File: src/design/qalu_pkg.sv
// Types, constants and helpers shared by the quaternion ALU.
package qalu_pkg;

	typedef enum logic [2:0] {
		CMD_ADD   = 3'd0,
		CMD_SUB   = 3'd1,
		CMD_PROD  = 3'd2,
		CMD_SCALE = 3'd3,
		CMD_DIV   = 3'd4,
		CMD_CONJ  = 3'd5,
		CMD_NORM  = 3'd6,
		CMD_INV   = 3'd7
	} cmd_t;

	typedef enum logic [1:0] {
		ST_OK   = 2'd0,
		ST_ZERO = 2'd1,
		ST_SAT  = 2'd2
	} status_t;

	// widths cover the whole FRAC_BITS range
	localparam int NUM_W   = 63;          // |a| * 2^F + D/2
	localparam int DEN_W   = 57;          // largest divisor (squared magnitude)
	localparam int QB      = 33;          // quotient bits below the overflow flag
	localparam int SQ_W    = 33;          // root bits of a 65-bit radicand
	localparam int RAD_W   = 2 * SQ_W;
	localparam int CW      = 67;          // clamp input width
	localparam int TW      = DEN_W + QB;
	localparam int Q_DEPTH = 4;
	localparam int Q_AW    = 2;

	typedef struct packed {
		cmd_t               cmd;
		logic signed [31:0] a_w;
		logic signed [31:0] a_x;
		logic signed [31:0] a_y;
		logic signed [31:0] a_z;
		logic signed [31:0] b_w;
		logic signed [31:0] b_x;
		logic signed [31:0] b_y;
		logic signed [31:0] b_z;
		logic signed [31:0] factor;
	} qalu_req_t;

	typedef struct packed {
		logic signed [31:0] r_w;
		logic signed [31:0] r_x;
		logic signed [31:0] r_y;
		logic signed [31:0] r_z;
		status_t            status;
	} qalu_rsp_t;

	typedef struct packed {
		logic div_op;
		logic norm_op;
		logic inv_op;
		logic div_zero;
	} cls_t;

	typedef logic [3:0][31:0] quat_t;   // [0] is w

	typedef struct packed {
		cmd_t        cmd;
		cls_t        cls;
		quat_t       a;
		quat_t       b;
		logic [31:0] f;
	} item_t;

	typedef struct packed {
		item_t            it;
		quat_t            er;
		logic             esat;
		logic             snz;
		logic [DEN_W-1:0] m2;
	} mid_t;

	typedef struct packed {
		logic [31:0] v;
		logic        sat;
	} clamp_t;

	// Hamilton product: b component and negation per result row and term
	localparam logic [1:0] B_IDX [4][4] = '{
		'{2'd0, 2'd1, 2'd2, 2'd3},
		'{2'd1, 2'd0, 2'd3, 2'd2},
		'{2'd2, 2'd3, 2'd0, 2'd1},
		'{2'd3, 2'd2, 2'd1, 2'd0}
	};
	localparam logic B_NEG [4][4] = '{
		'{1'b0, 1'b1, 1'b1, 1'b1},
		'{1'b0, 1'b0, 1'b0, 1'b1},
		'{1'b0, 1'b1, 1'b0, 1'b0},
		'{1'b0, 1'b0, 1'b1, 1'b0}
	};

	function automatic clamp_t sat_clamp(input logic signed [CW-1:0] v, input logic [5:0] sb);
		logic signed [CW-1:0] hi;
		logic signed [CW-1:0] lo;
		clamp_t r;
		hi = $signed((CW'(1) << (sb - 6'd1)) - CW'(1));
		lo = -hi - $signed(CW'(1));
		r.v = v[31:0];
		r.sat = 1'b0;
		if (v > hi) begin
			r.v = hi[31:0];
			r.sat = 1'b1;
		end else if (v < lo) begin
			r.v = lo[31:0];
			r.sat = 1'b1;
		end
		return r;
	endfunction

endpackage

File: src/design/qalu_front.sv
// Front end: accepts request transactions and classifies the operation.
module qalu_front (
	input  logic              clk,
	input  logic              arst_n,
	input  logic              req_valid,
	output logic              req_ready,
	input  qalu_pkg::qalu_req_t req,
	output logic              item_valid,
	input  logic              item_ready,
	output qalu_pkg::item_t   item
);
	import qalu_pkg::*;

	logic  valid_q;
	item_t item_q;
	item_t cls_item;

	always_comb begin
		cls_item.cmd = req.cmd;
		cls_item.a   = {req.a_z, req.a_y, req.a_x, req.a_w};
		cls_item.b   = {req.b_z, req.b_y, req.b_x, req.b_w};
		cls_item.f   = req.factor;
		cls_item.cls = '0;
		case (req.cmd)
			CMD_DIV: begin
				cls_item.cls.div_op   = 1'b1;
				cls_item.cls.div_zero = (req.factor == 32'sd0);
			end
			CMD_NORM: cls_item.cls.norm_op = 1'b1;
			CMD_INV:  cls_item.cls.inv_op  = 1'b1;
			default: ;
		endcase
	end

	assign req_ready  = !valid_q || item_ready;
	assign item_valid = valid_q;
	assign item       = item_q;

	always_ff @(posedge clk or negedge arst_n) begin
		if (!arst_n) begin
			valid_q <= 1'b0;
		end else if (req_ready) begin
			valid_q <= req_valid;
		end
	end

	always_ff @(posedge clk) begin
		if (req_valid && req_ready) begin
			item_q <= cls_item;
		end
	end

endmodule

File: config.mk
export PLATFORM = sky130hd
export DESIGN_NAME = qalu_front
export DESIGN_NICKNAME = d
export VERILOG_FILES = /design/src/design/qalu_pkg.sv /design/src/design/qalu_front.sv
export SDC_FILE = /design/constraint.sdc
export NUM_CORES = 1
export LEC_CHECK = 0
export BUFFER_PORTS_ARGS = -buffer_cell sky130_fd_sc_hd__buf_2
export CAP_MARGIN = 20
export CORE_AREA = 8 8 223 225
export DETAILED_ROUTE_END_ITERATION = 12
export DIE_AREA = 0 0 231 233
export SLEW_MARGIN = 20
export SYNTH_ARGS = -nofsm -noshare
export SYNTH_HDL_FRONTEND = slang
export SYNTH_SLANG_ARGS = --single-unit
File: constraint.sdc
create_clock -name clk -period 7.6 [get_ports clk]
set_input_delay 1.52 -clock clk [delete_from_list [all_inputs] [get_ports clk]]
set_output_delay 1.52 -clock clk [all_outputs]
set_load 0.01 [all_outputs]
==> key figures <==
Clock tree
  – Num CTS Buffers: 31
  – Clock sinks: 296
  – Post-CTS Setup Bufs: 0
  – CTS tree: done
  – Hold_buf cts: 0
  – Worst-path clk slew: around 60 ps
  – Post-CTS sizing: 0
  – Htree depth: 1
  – Clk_lat worst skew: 560 ps
  – Root buf cell: clkbuf_16
  – CTS max path bufs: 3

Worst setup path
  – Crit Path Max Fanout: 3
  – Crit path cell chain: buf_2 -> nand2b_1 -> buf_2
  – Critical path's largest stage delay: between 150 and 200 ps
  – Worst endpoint required time: 6080 ps
  – Critical Path AT: 1940 ps
  – Slowest-stage cell, CP: nand2b_1
  – Setup Crit Path Kind: primary input to output pin
  – Crit-path most repeated cell: buf_2
  – Family with the most delay on the worst path: buffers and inverters
  – Worst Path Buf+Inv: 2
  – Startpoint types: primary input
  – Worst reg-to-reg setup slack: 5110 ps
  – Crit. End Element: output pin

Power
  – Reg power frac: 52.8%
  – Combinational Power Share: roughly 7.3%
  – Clock power frac: 39.9%
  – Sw frac: between 20 and 25%
  – Peak VDD IR: 169 µV
  – Int Pwr: 2.86 mW
  – Net Sw Power: 0.796 mW
  – Final total power: 3.66 mW
  – Leak: 5.67 nW
  – P per Cell Area: 266 nW/µm²

Floorplan
  – Die W: 231 µm
  – Starting Density: 19.6%
  – Core box area: 46100 µm²
  – Die H: 233 µm
  – # IOs: 592
  – Row Count: 79
  – Die area: ~54000 µm²

Logic synthesis
  – Cell Area, Synth: a little over 9000 µm²
  – Syn_nets: 610
  – Synth cell types: 13
  – Seq/Total Area, Yosys: between 90% and 100%
  – Yosys reg bits: 296
  – Synth Warn #: 0
  – Post-Syn Area per Cell: 28.7 µm²
  – Cell count after synthesis: about 320

Routing
  – Antenna-violating nets left: 0
  – Final wirelength: 30400 µm
  – Vias: 5662
  – DR vias/cell: 3.60
  – # DRC: 0
  – Wire per inst: 19.3 µm
  – DR iter-0 viols: 205
  – DR pass1 iterations: 4

STA
  – Slew @ Worst Pin: between 1000 and 1500 ps
  – Period minus WS final: 3460 ps
  – Skew final: approximately 13 ps
  – Final worst slack: 4140 ps
  – Slew Limit Fails: 0
  – Slew Limit Headroom: 29.0%
  – Post-route clock period utilization: 45.5%
  – Setup TNS: 0 ps
  – Fin. Hold Viols: 0
  – RSZ-0062 raised after global routing: false
  – Final setup vio count: 0
  – Peak Freq: 289 MHz

Layout
  – Share of layout cells above drive strength 1: 66.9%
  – Most common cell after layout, fill and taps aside: buf_2
  – Fin util: roughly 30%
  – Final instance area: roughly 14000 µm²
  – Final-stage net count: 1236
  – Most frequent cells in the layout: buf_2 (591), edfxtp_1 (295), clkbuf_16 (31)
  – Area grow syn2layout: 52.3%

Worst hold path
  – Min-Delay Path Class: flop to flop

Flow run
  – Max-cap viol count: 0

Global routing
  – Most used routing layer: met2
  – Vias in the first global route: around 6.4k
  – Antenna violations before repair: 12
  – Met3 Usage GRT: 4.68%
  – Met1 Use GR: between 10% and 20%
  – GR Overflow Total: 0
  – Total GRT Usage: 10.4%
  – First-pass GRT wire length: about 42000 µm
  – Largest net degree at the start of global routing: 163
  – GR Util met2: 18.4%

Place
  – Placement Setup Slack: 3860 ps
  – GPL Wtd Cong: ~0.78
  – Detail Placement HPWL: 24400 µm
  – DP Area: 12800 µm²
  – IO Port Bufs: 591

Status
  – Status: completed
==> kinds of logic after synthesis <==
logic type,share of synthesized area [%]
flip-flops,98.2
AND/OR/NAND/NOR,1.81
==> cell usage after synthesis (all sizes together) <==
library cell | n | share of area, %
nand4 | 1 | 0.069
nor3b | 1 | 0.21
and2 | 1 | 0.069
nor4 | 8 | 0.97
nor2 | 1 | 0.041
nand3 | 1 | 0.055
nand2b | 2 | 0.14
edfxtp | 295 | 98
dfrtp | 1 | 0.28
and3 | 1 | 0.069
nand2 | 2 | 0.083
nor3 | 1 | 0.11
==> state kept, by name, summed over array words and instances, names as in the netlist <==
name        flops
item          295
item_valid      1
==> worst paths after layout <==
kind	startpoint	to	cells after the start
max	item_ready	req_ready	3
max in group asynchronous	arst_n	item_valid	1
min in group asynchronous	arst_n	item_valid	1
min reg2reg	item_valid	item_valid	2
max reg2reg	item_valid	item[287]	3
min	item_valid	item_valid	2
==> area by class of cell <==
type | instances | area [µm²]
diodes | 1 | 2.50
clock buffers | 34 | 787
clock inverters | 23 | 194
fillers | 4654 | 32300
multi-input cells | 19 | 166
flip-flops and latches | 296 | 8880
well taps | 607 | 759
repair buffers | 593 | 2990
==> worst register-to-register path, delay by kind of cell (launching register included) <==
| kind | cells | cell delay, ps |
|---|---|---|
| buf+inv | 1 | 900 |
| simple gates | 2 | 730 |
| flops | 1 | 390 |
==> metal layers <==
layer  vias to the layer above  wire (µm)  share of wire, %
met3                        53       3480                11
li1                       2553          -                 -
met1                      2716      10800                35
met4                         6        648               2.1
met2                       334      15400                51
met5                         -         35              0.12
==> metrics by stage <==
stage | hold slack (ps) | instances
6_report | 574 | 1573
5_1_grt | 608 | 1572
4_1_cts | 570 | 1572
3_5_place_dp | 553 | 1515
3_3_place_gp | 550 | 1515
2_1_floorplan | 622 | 315
==> power by group through the flow <==
stage / Combinational, mW / Sequential [mW] / Clock [mW]
final: 0.266 / 1.93 / 1.46
after CTS: 0.274 / 1.93 / 1.53
after global routing: 0.289 / 1.94 / 1.57
after detailed placement: 0.274 / 1.97 / 0
after floorplan: 0.0315 / 2.02 / 0
after global placement: 0.268 / 1.96 / 0
No activity file was read; power rests on OpenSTA's default activity.
