`config.mk`:
```
export PLATFORM = sky130hd
export DESIGN_NAME = qalu_fifo
export DESIGN_NICKNAME = d
export VERILOG_FILES = /design/src/design/qalu_pkg.sv /design/src/design/qalu_fifo.sv
export SDC_FILE = /design/constraint.sdc
export NUM_CORES = 1
export LEC_CHECK = 0
export BUFFER_PORTS_ARGS = -buffer_cell sky130_fd_sc_hd__buf_2
export CAP_MARGIN = 0
export CORE_MARGIN = 5
export CORE_UTILIZATION = 25
export CTS_CLUSTER_SIZE = 20
export DETAILED_ROUTE_END_ITERATION = 8
export SLEW_MARGIN = 40
export SYNTH_ARGS = -nofsm -noshare
export SYNTH_HDL_FRONTEND = slang
export SYNTH_SLANG_ARGS = --single-unit
export TNS_END_PERCENT = 20
```
`constraint.sdc`:
```
create_clock -name clk -period 8.4 [get_ports clk]
set_clock_uncertainty 0.1 [all_clocks]
set_input_delay 1.26 -clock clk [delete_from_list [all_inputs] [get_ports clk]]
set_output_delay 1.26 -clock clk [all_outputs]
set_load 0.005 [all_outputs]
```
`src/design/qalu_pkg.sv`:
```
// Types, constants and helpers shared by the quaternion ALU.
package qalu_pkg;

	typedef enum logic [2:0] {
		CMD_ADD   = 3'd0,
		CMD_SUB   = 3'd1,
		CMD_PROD  = 3'd2,
		CMD_SCALE = 3'd3,
		CMD_DIV   = 3'd4,
		CMD_CONJ  = 3'd5,
		CMD_NORM  = 3'd6,
		CMD_INV   = 3'd7
	} cmd_t;

	typedef enum logic [1:0] {
		ST_OK   = 2'd0,
		ST_ZERO = 2'd1,
		ST_SAT  = 2'd2
	} status_t;

	// widths cover the whole FRAC_BITS range
	localparam int NUM_W   = 63;          // |a| * 2^F + D/2
	localparam int DEN_W   = 57;          // largest divisor (squared magnitude)
	localparam int QB      = 33;          // quotient bits below the overflow flag
	localparam int SQ_W    = 33;          // root bits of a 65-bit radicand
	localparam int RAD_W   = 2 * SQ_W;
	localparam int CW      = 67;          // clamp input width
	localparam int TW      = DEN_W + QB;
	localparam int Q_DEPTH = 4;
	localparam int Q_AW    = 2;

	typedef struct packed {
		cmd_t               cmd;
		logic signed [31:0] a_w;
		logic signed [31:0] a_x;
		logic signed [31:0] a_y;
		logic signed [31:0] a_z;
		logic signed [31:0] b_w;
		logic signed [31:0] b_x;
		logic signed [31:0] b_y;
		logic signed [31:0] b_z;
		logic signed [31:0] factor;
	} qalu_req_t;

	typedef struct packed {
		logic signed [31:0] r_w;
		logic signed [31:0] r_x;
		logic signed [31:0] r_y;
		logic signed [31:0] r_z;
		status_t            status;
	} qalu_rsp_t;

	typedef struct packed {
		logic div_op;
		logic norm_op;
		logic inv_op;
		logic div_zero;
	} cls_t;

	typedef logic [3:0][31:0] quat_t;   // [0] is w

	typedef struct packed {
		cmd_t        cmd;
		cls_t        cls;
		quat_t       a;
		quat_t       b;
		logic [31:0] f;
	} item_t;

	typedef struct packed {
		item_t            it;
		quat_t            er;
		logic             esat;
		logic             snz;
		logic [DEN_W-1:0] m2;
	} mid_t;

	typedef struct packed {
		logic [31:0] v;
		logic        sat;
	} clamp_t;

	// Hamilton product: b component and negation per result row and term
	localparam logic [1:0] B_IDX [4][4] = '{
		'{2'd0, 2'd1, 2'd2, 2'd3},
		'{2'd1, 2'd0, 2'd3, 2'd2},
		'{2'd2, 2'd3, 2'd0, 2'd1},
		'{2'd3, 2'd2, 2'd1, 2'd0}
	};
	localparam logic B_NEG [4][4] = '{
		'{1'b0, 1'b1, 1'b1, 1'b1},
		'{1'b0, 1'b0, 1'b0, 1'b1},
		'{1'b0, 1'b1, 1'b0, 1'b0},
		'{1'b0, 1'b0, 1'b1, 1'b0}
	};

	function automatic clamp_t sat_clamp(input logic signed [CW-1:0] v, input logic [5:0] sb);
		logic signed [CW-1:0] hi;
		logic signed [CW-1:0] lo;
		clamp_t r;
		hi = $signed((CW'(1) << (sb - 6'd1)) - CW'(1));
		lo = -hi - $signed(CW'(1));
		r.v = v[31:0];
		r.sat = 1'b0;
		if (v > hi) begin
			r.v = hi[31:0];
			r.sat = 1'b1;
		end else if (v < lo) begin
			r.v = lo[31:0];
			r.sat = 1'b1;
		end
		return r;
	endfunction

endpackage

```
`src/design/qalu_fifo.sv`:
```
// Short queue between the front end and the arithmetic back end.
module qalu_fifo (
	input  logic            clk,
	input  logic            arst_n,
	input  logic            wr_valid,
	output logic            wr_ready,
	input  qalu_pkg::item_t wr_item,
	output logic            rd_valid,
	input  logic            rd_ready,
	output qalu_pkg::item_t rd_item
);
	import qalu_pkg::*;

	item_t           mem_q [Q_DEPTH];
	logic [Q_AW-1:0] wp_q;
	logic [Q_AW-1:0] rp_q;
	logic [Q_AW:0]   cnt_q;
	logic            push;
	logic            pop;

	assign wr_ready = (cnt_q != (Q_AW+1)'(Q_DEPTH));
	assign rd_valid = (cnt_q != '0);
	assign rd_item  = mem_q[rp_q];
	assign push     = wr_valid && wr_ready;
	assign pop      = rd_valid && rd_ready;

	always_ff @(posedge clk or negedge arst_n) begin
		if (!arst_n) begin
			wp_q  <= '0;
			rp_q  <= '0;
			cnt_q <= '0;
		end else begin
			if (push) wp_q <= wp_q + 1'b1;
			if (pop) rp_q <= rp_q + 1'b1;
			if (push && !pop) cnt_q <= cnt_q + 1'b1;
			else if (pop && !push) cnt_q <= cnt_q - 1'b1;
		end
	end

	always_ff @(posedge clk) begin
		if (push) begin
			mem_q[wp_q] <= wr_item;
		end
	end

endmodule

```
==> qor.txt, run 1 <==
GPL Wtd Cong: 0.733
Pint: 0.0131 W
Hold Crit Class: input pin to asynchronous set/reset pin
WP depth: 5
Setup crit end kind: output port
Final Max Slew Viols: 0
Register area share after synthesis: 82.9%
Synth Warn #: 0
Top cell type by total area after synthesis: edfxtp_1
Avg Cell Area, Syn: 27.3 um2
Router iterations before antenna repair: 4
Area Overhead vs Synth: 22.8%
Worst setup margin: 3.45 ns
F_max: 202 MHz
Slew at the pin with the worst max-slew slack: 0.873 ns
Post-synth cell types: 18
Comb power frac: 28.1%
IO Pins: 596
Worst ir drop on vdd: 242 uV
Ratio of cells with drive above 1 in the final layout: 46.4%
Hold Fails Final Rpt: 0
Layout net count: 2,558
Core area: 0.171 mm2
GRT Resource Usage Total: 10.8%
Initial antenna violation count: 53
Fill count: 16,400
Switching Fraction: 28.9%
Max-Cap Viols: 0
Root Driver: clkbuf_16
Startpoint class of the critical path: flop
H-tree levels: 3
Drt total wl: 100,000 um
Crit Path Category: flop to output port
Sw Pwr: 0.00531 W
First-pass GRT wire length: 143,000 um
Vias/cell: 4.12
Syn_nets: 1,881
Leakage: 17.3 nW
Cell Area, Synth: 0.0430 mm2
Chip width: 425 um
Post-CTS setup buffer count: 0
Clock slew at reported path FFs: 0.06 ns
Final core occ: 30.8%
FF+latch count, synth: 1,187
Flop pwr share: 44.1%
WP data required: 7.04 ns
Die ar.: 0.180 mm2
Status: finished clean
Slew HR: 41.8%
PD cells: 348 mW/mm2
Worst-path fanout max: 51
CTS-repair resized insts: 0
Hold Slack: 0.290 ns
Hold Buf Count CTS: 0
Initial core utilization: 25.1%
Clk_lat worst skew: 0.73 ns
Top cells by area, synth: edfxtp_1 82%, mux4_2 15%, buf_6 0.71%
Reg2Reg Depth: 5
TritonCTS Buffers: 120
Cells after Synth: 1,576
Detailed-placement wirelength estimate: 63,700 um
CP Buf/Inv Count: 4
Pre-CTS WS: 4.06 ns
Largest net degree at the start of global routing: 120
CTS tree: built
Via count: 19,300
PortBufs: 595
Register area: 0.0356 mm2
Cell repeated most along the worst path: buf_12
Wire per inst: 21.3 um
Multi-input combinational cell area: 0.00687 mm2
Unrepaired setup endpoints after global routing: no
Final period util: 58.9%
GRT Residual Overflow: 0
Clock sinks: 1,187
Top delay family on crit path: buffers and inverters
Worst stage delay on the critical path: 0.75 ns
Finish-stage setup viols: 0
Number of global-route vias before repair: 20,200
DR iter-0 viols: 1,176
DR DRC count: 0
Crit path max-delay cell type: dfrtp_4
CTS Buffer Depth: 3
Area share of the largest cell type after synthesis: 82.5%
Row count: 152
Die Ht: 425 um
CP Cell Sequence: buf_12 -> buf_12 -> buf_16 -> mux4_2 -> buf_2
Routed Antenna Nets: 0
Critical path arrival: 3.59 ns
Clk pwr share: 27.7%
Min Tclk post-route: 4.95 ns
[flip-flops by register name, summed over array words and instances, names as in the netlist]
signal  flops
rp_q        2
wp_q        2
cnt_q       3
mem_q    1180
[metrics by stage]
step	power [W]	cell area, um2	TNS [ns]	cells
6_report	0.0184	52800	0	4685
5_1_grt	0.0193	52800	0	4677
4_1_cts	0.0188	52700	0	4662
3_5_place_dp	0.0136	48900	0	4440
3_3_place_gp	0.0135	48600	0	4430
2_1_floorplan	0.0115	43000	-573.12	1576
[routing by layer]
| layer | share of wire, % | track usage (%) | vias to the layer above |
|---|---|---|---|
| li1 | - | - | 8295 |
| met3 | 4.6 | 2.46 | 254 |
| met1 | 36 | 11.8 | 10200 |
| met5 | 0.055 | 0 | - |
| met2 | 54 | 19.3 | 516 |
| met4 | 5.8 | 6.14 | 8 |
[worst paths after layout]
check                               from            end  slack (ns)
worst max-delay path             rp_q[0]   rd_item[204]        3.45
worst min-delay path              arst_n       cnt_q[1]        0.29
worst max register to register  cnt_q[0]  mem_q[3][104]        5.41
worst min register to register  cnt_q[2]       cnt_q[2]        0.43
max in group asynchronous         arst_n        rp_q[1]        7.69
min in group clk                cnt_q[2]       cnt_q[2]        0.43
[area by class of cell]
type / instances / share of cell area [%]
repair buffers: 621 / 6.72
well taps: 2310 / 5.48
diodes: 22 / 0.104
inverters: 3 / 0.0213
multi-input cells: 320 / 13.0
flip-flops and latches: 1187 / 67.5
clock inverters: 71 / 1.22
clock buffers: 151 / 5.95
[synthesized netlist by cell type (all sizes together)]
master and instances:
a21boi 1, and2 4, buf 59, clkbuf 7, dfrtp 7, edfxtp 1180, fa 1, ha 5
inv 3, mux2 2, mux4 295, nand2 2, nand3 1, nor2 2, or3 1, xnor2 4
xor2 2
[power groups by stage]
stage               combinational, W  clock (W)  sequential [W]
floorplan                    0.00306          0         0.00843
global placement             0.00527          0         0.00821
detailed placement           0.00536          0         0.00825
CTS                          0.00538    0.00527         0.00813
global route                 0.00553    0.00552         0.00821
finish                       0.00517    0.00509         0.00811
[cells in the final DEF (no fill, tap or decap)]
cell type / n
buf_2: 595
dfrtp_1: 5
mux4_2: 295
clkbuf_16: 121
inv_8: 1
clkbuf_1: 30
edfxtp_1: 1180
bufinv_16: 7
clkinv_16: 3
or3_1: 1
ha_1: 5
mux2_2: 2
clkinv_1: 25
inv_6: 3
clkinv_8: 1
nand3_1: 1
xnor2_1: 4
and2_4: 4
fa_1: 1
diode_2: 22
inv_16: 1
xor2_1: 2
clkinvlp_4: 5
buf_16: 10
buf_12: 14
nand2_1: 2
nor2_1: 2
clkinv_4: 3
clkinv_2: 22
inv_1: 3
dfrtp_4: 2
a21boi_2: 1
buf_4: 2
[worst register-to-register path: stages (launching register included)]
cell and delay [ns]:
dfrtp_1 0.42, nor2_1 0.09, a21boi_2 0.34, and2_4 0.63, buf_12 0.56, buf_16 0.45
[kinds of logic (layout without fill, tap and decap cells)]
group / Yosys count / after routing / synth area share, %
flip-flops: 1187 / 1187 / 82.9
AO/OA/AOI/OAI: 1 / 1 / 0.0262
buffers and inverters: 69 / 846 / 1.17
other: 0 / 22 / 0
AND/OR/NAND/NOR: 10 / 10 / 0.119
adder cells (fa/ha/maj): 6 / 6 / 0.192
XOR/XNOR: 6 / 6 / 0.122
multiplexers: 297 / 297 / 15.5
No activity file was read; power rests on OpenSTA's default activity.
==> inputs of run 2 (changes only) <==
==> constraint.sdc (replaced) <==
create_clock -name clk -period 5 [get_ports clk]
set_clock_uncertainty 0.1 [all_clocks]
set_input_delay 0.75 -clock clk [delete_from_list [all_inputs] [get_ports clk]]
set_output_delay 0.75 -clock clk [all_outputs]
set_load 0.005 [all_outputs]
==> run 2 against run 1 <==
  * Cell count rose by 2.0%
  * Via count is 3.2% higher
  * First-iteration DRC count increased by 12%
  * Critical endpoint is now rd_item[121]
  * Largest power group unchanged
  * Highest routed layer is now met4
==> qor.txt, run 2 (same netlist as run 1, synthesis figures left out) <==
Vias/cell: 4.16 (+1.1%)
Die ar.: 0.180 mm2 (unchanged)
Chip width: 425 um (unchanged)
CTS-repair resized insts: 0 (unchanged)
Drt total wl: 103,000 um (+2.8%)
Worst setup margin: 1.18 ns (-2.27 ns)
Setup crit end kind: output port
Pre-CTS WS: 1.82 ns (-2.24 ns)
Top Registers: mem_q x1180, cnt_q x3
Row count: 152 (unchanged)
Via count: 19,900 (+3.2%)
GRT Resource Usage Total: 11.1% (+0.34 points)
Initial antenna violation count: 42 (-21%)
CTS Buffer Depth: 3 (unchanged)
First-pass GRT wire length: 148,000 um (+3.6%)
TritonCTS Buffers: 121 (+0.83%)
Layout net count: 2,646 (+3.4%)
DR DRC count: 0 (unchanged)
Max-Cap Viols: 0 (unchanged)
Multi-input combinational cell area: 0.00687 mm2 (unchanged)
IO Pins: 596 (unchanged)
Initial core utilization: 25.1% (unchanged)
Area Overhead vs Synth: 24.7%
Core area: 0.171 mm2 (unchanged)
Commonest non-fill, non-tap cells in the layout: 1,180 x edfxtp_1, 595 x buf_2, 295 x mux4_2, 121 x clkbuf_16, 51 x buf_4
Finish-stage setup viols: 0 (unchanged)
Number of global-route vias before repair: 21,100 (+4.1%)
Startpoint class of the critical path: flop
CTS tree: built
DR iter-0 viols: 1,318 (+12%)
Unrepaired setup endpoints after global routing: no
Wire per inst: 21.5 um (+0.81%)
Worst-path fanout max: 29 (-43%)
Root Driver: clkbuf_16
Critical path arrival: 2.97 ns (-0.62 ns)
Most common cell after layout, fill and taps aside: edfxtp_1
Hold Crit Class: input pin to flop
Ratio of cells with drive above 1 in the final layout: 46.8% (+0.43 points)
Final period util: 76.5%
Fill count: 16,400 (-0.32%)
PortBufs: 595 (unchanged)
R2R Setup Slk: 2.40 ns (-3.01 ns)
Router iterations before antenna repair: 7 (+3)
Crit Path Category: flop to output port
Die Ht: 425 um (unchanged)
Leakage: 17.7 nW (+2.5%)
Register area: 0.0356 mm2 (unchanged)
Number of flip-flops in the largest register: 1,180 (unchanged)
Largest register by flop count: mem_q
Detailed-placement wirelength estimate: 68,400 um (+7.5%)
Min Tclk post-route: 3.82 ns
Final Max Slew Viols: 0 (unchanged)
Final std cells w/o fill: 4,778 (+2.0%)
Design Area, Final: 0.0536 mm2 (+1.6%)
Post-CTS setup buffer count: 0 (unchanged)
DP Cell Count: 4,485 (+1.0%)
Clk_lat worst skew: 0.72 ns (about the same)
Hold Slack: 0.0891 ns (-0.201 ns)
F_max: 262 MHz
Largest net degree at the start of global routing: 104 (-13%)
Clock slew at reported path FFs: 0.06 ns (about the same)
H-tree levels: 3 (unchanged)
Status: finished clean
GRT Residual Overflow: 0 (unchanged)
Slew HR: 48.2% (+6.4 points)
Hold Fails Final Rpt: 0 (unchanged)
Worst ir drop on vdd: 427 uV (+77%)
Clock sinks: 1,187 (unchanged)
Post-DP Area: 0.0491 mm2 (+0.48%)
WP data required: 4.15 ns (-2.89 ns)
PD cells: 586 mW/mm2 (+68%)
Routed Antenna Nets: 0 (unchanged)
Slew at the pin with the worst max-slew slack: 0.777 ns (-0.0960 ns)
GPL Wtd Cong: 0.768 (+4.8%)
run 2: cell count changes in the layout (fill, tap and decap cells not counted), moves of 2 or more:
cell / delta
inv_6: +2
buf_12: +3
clkinv_16: +3
bufinv_16: +3
clkinvlp_4: +5
diode_2: -3
buf_16: -8
buf_4: +49
dlygate4sd3_1: +43
clkinv_1: -2
run 2: per-layer routing:
metal / track usage, % / vias to the layer above / part of all wire (%)
li1: - / 8456 / -
met1: 12.5 / 10600 / 36
met2: 20.3 / 546 / 54
met3: 2.39 / 253 / 4.6
met4: 5.07 / 0 / 4.8
met5: 0 / - / 0
run 2: final cells by class:
type                    instances  share of cell area, %
flip-flops and latches       1187                   66.4
multi-input cells             320                   12.8
repair buffers                708                   7.81
clock buffers                 151                   5.86
well taps                    2310                   5.39
clock inverters                80                   1.57
diodes                         19                 0.0887
inverters                       3                 0.0210
run 2: where the power goes:
group	leakage [nW]	internal (W)	switching, W
Combinational	4.95	0.00408	0.00485
Sequential	10.9	0.0131	0.000496
Clock	1.90	0.00502	0.00386
run 2: worst paths after layout:
check	from	to	cells past startpoint
hold reg to reg	cnt_q[2]	cnt_q[2]	1
hold / removal	wr_item[216]	mem_q[3][216]	1
min in group asynchronous	arst_n	rp_q[0]	2
setup / recovery	rp_q[0]	rd_item[121]	3
max in group asynchronous	arst_n	rp_q[1]	2
setup reg to reg	cnt_q[0]	mem_q[0][205]	4
run 2: worst max-delay path, stage by stage (launching register included):
cell,delay [ns]
dfrtp_4,0.91
buf_4,0.54
mux4_2,0.58
buf_2,0.15
run 2: metrics by stage:
step	setup TNS, ns	total power, W	util [%]
after floorplan	-260.60	0.0190	-
after global placement	0	0.0229	28.6
after detailed placement	0	0.0231	28.7
after CTS	0	0.0321	31.3
after global routing	0	0.0329	31.3
final	0	0.0314	31.3
run 2: repair_timing:
action / in CTS / in global routing
endpoints found under the hold margin: 152 / 0
hold buffers: 43 / 0
endpoints found under the setup margin: 0 / 0
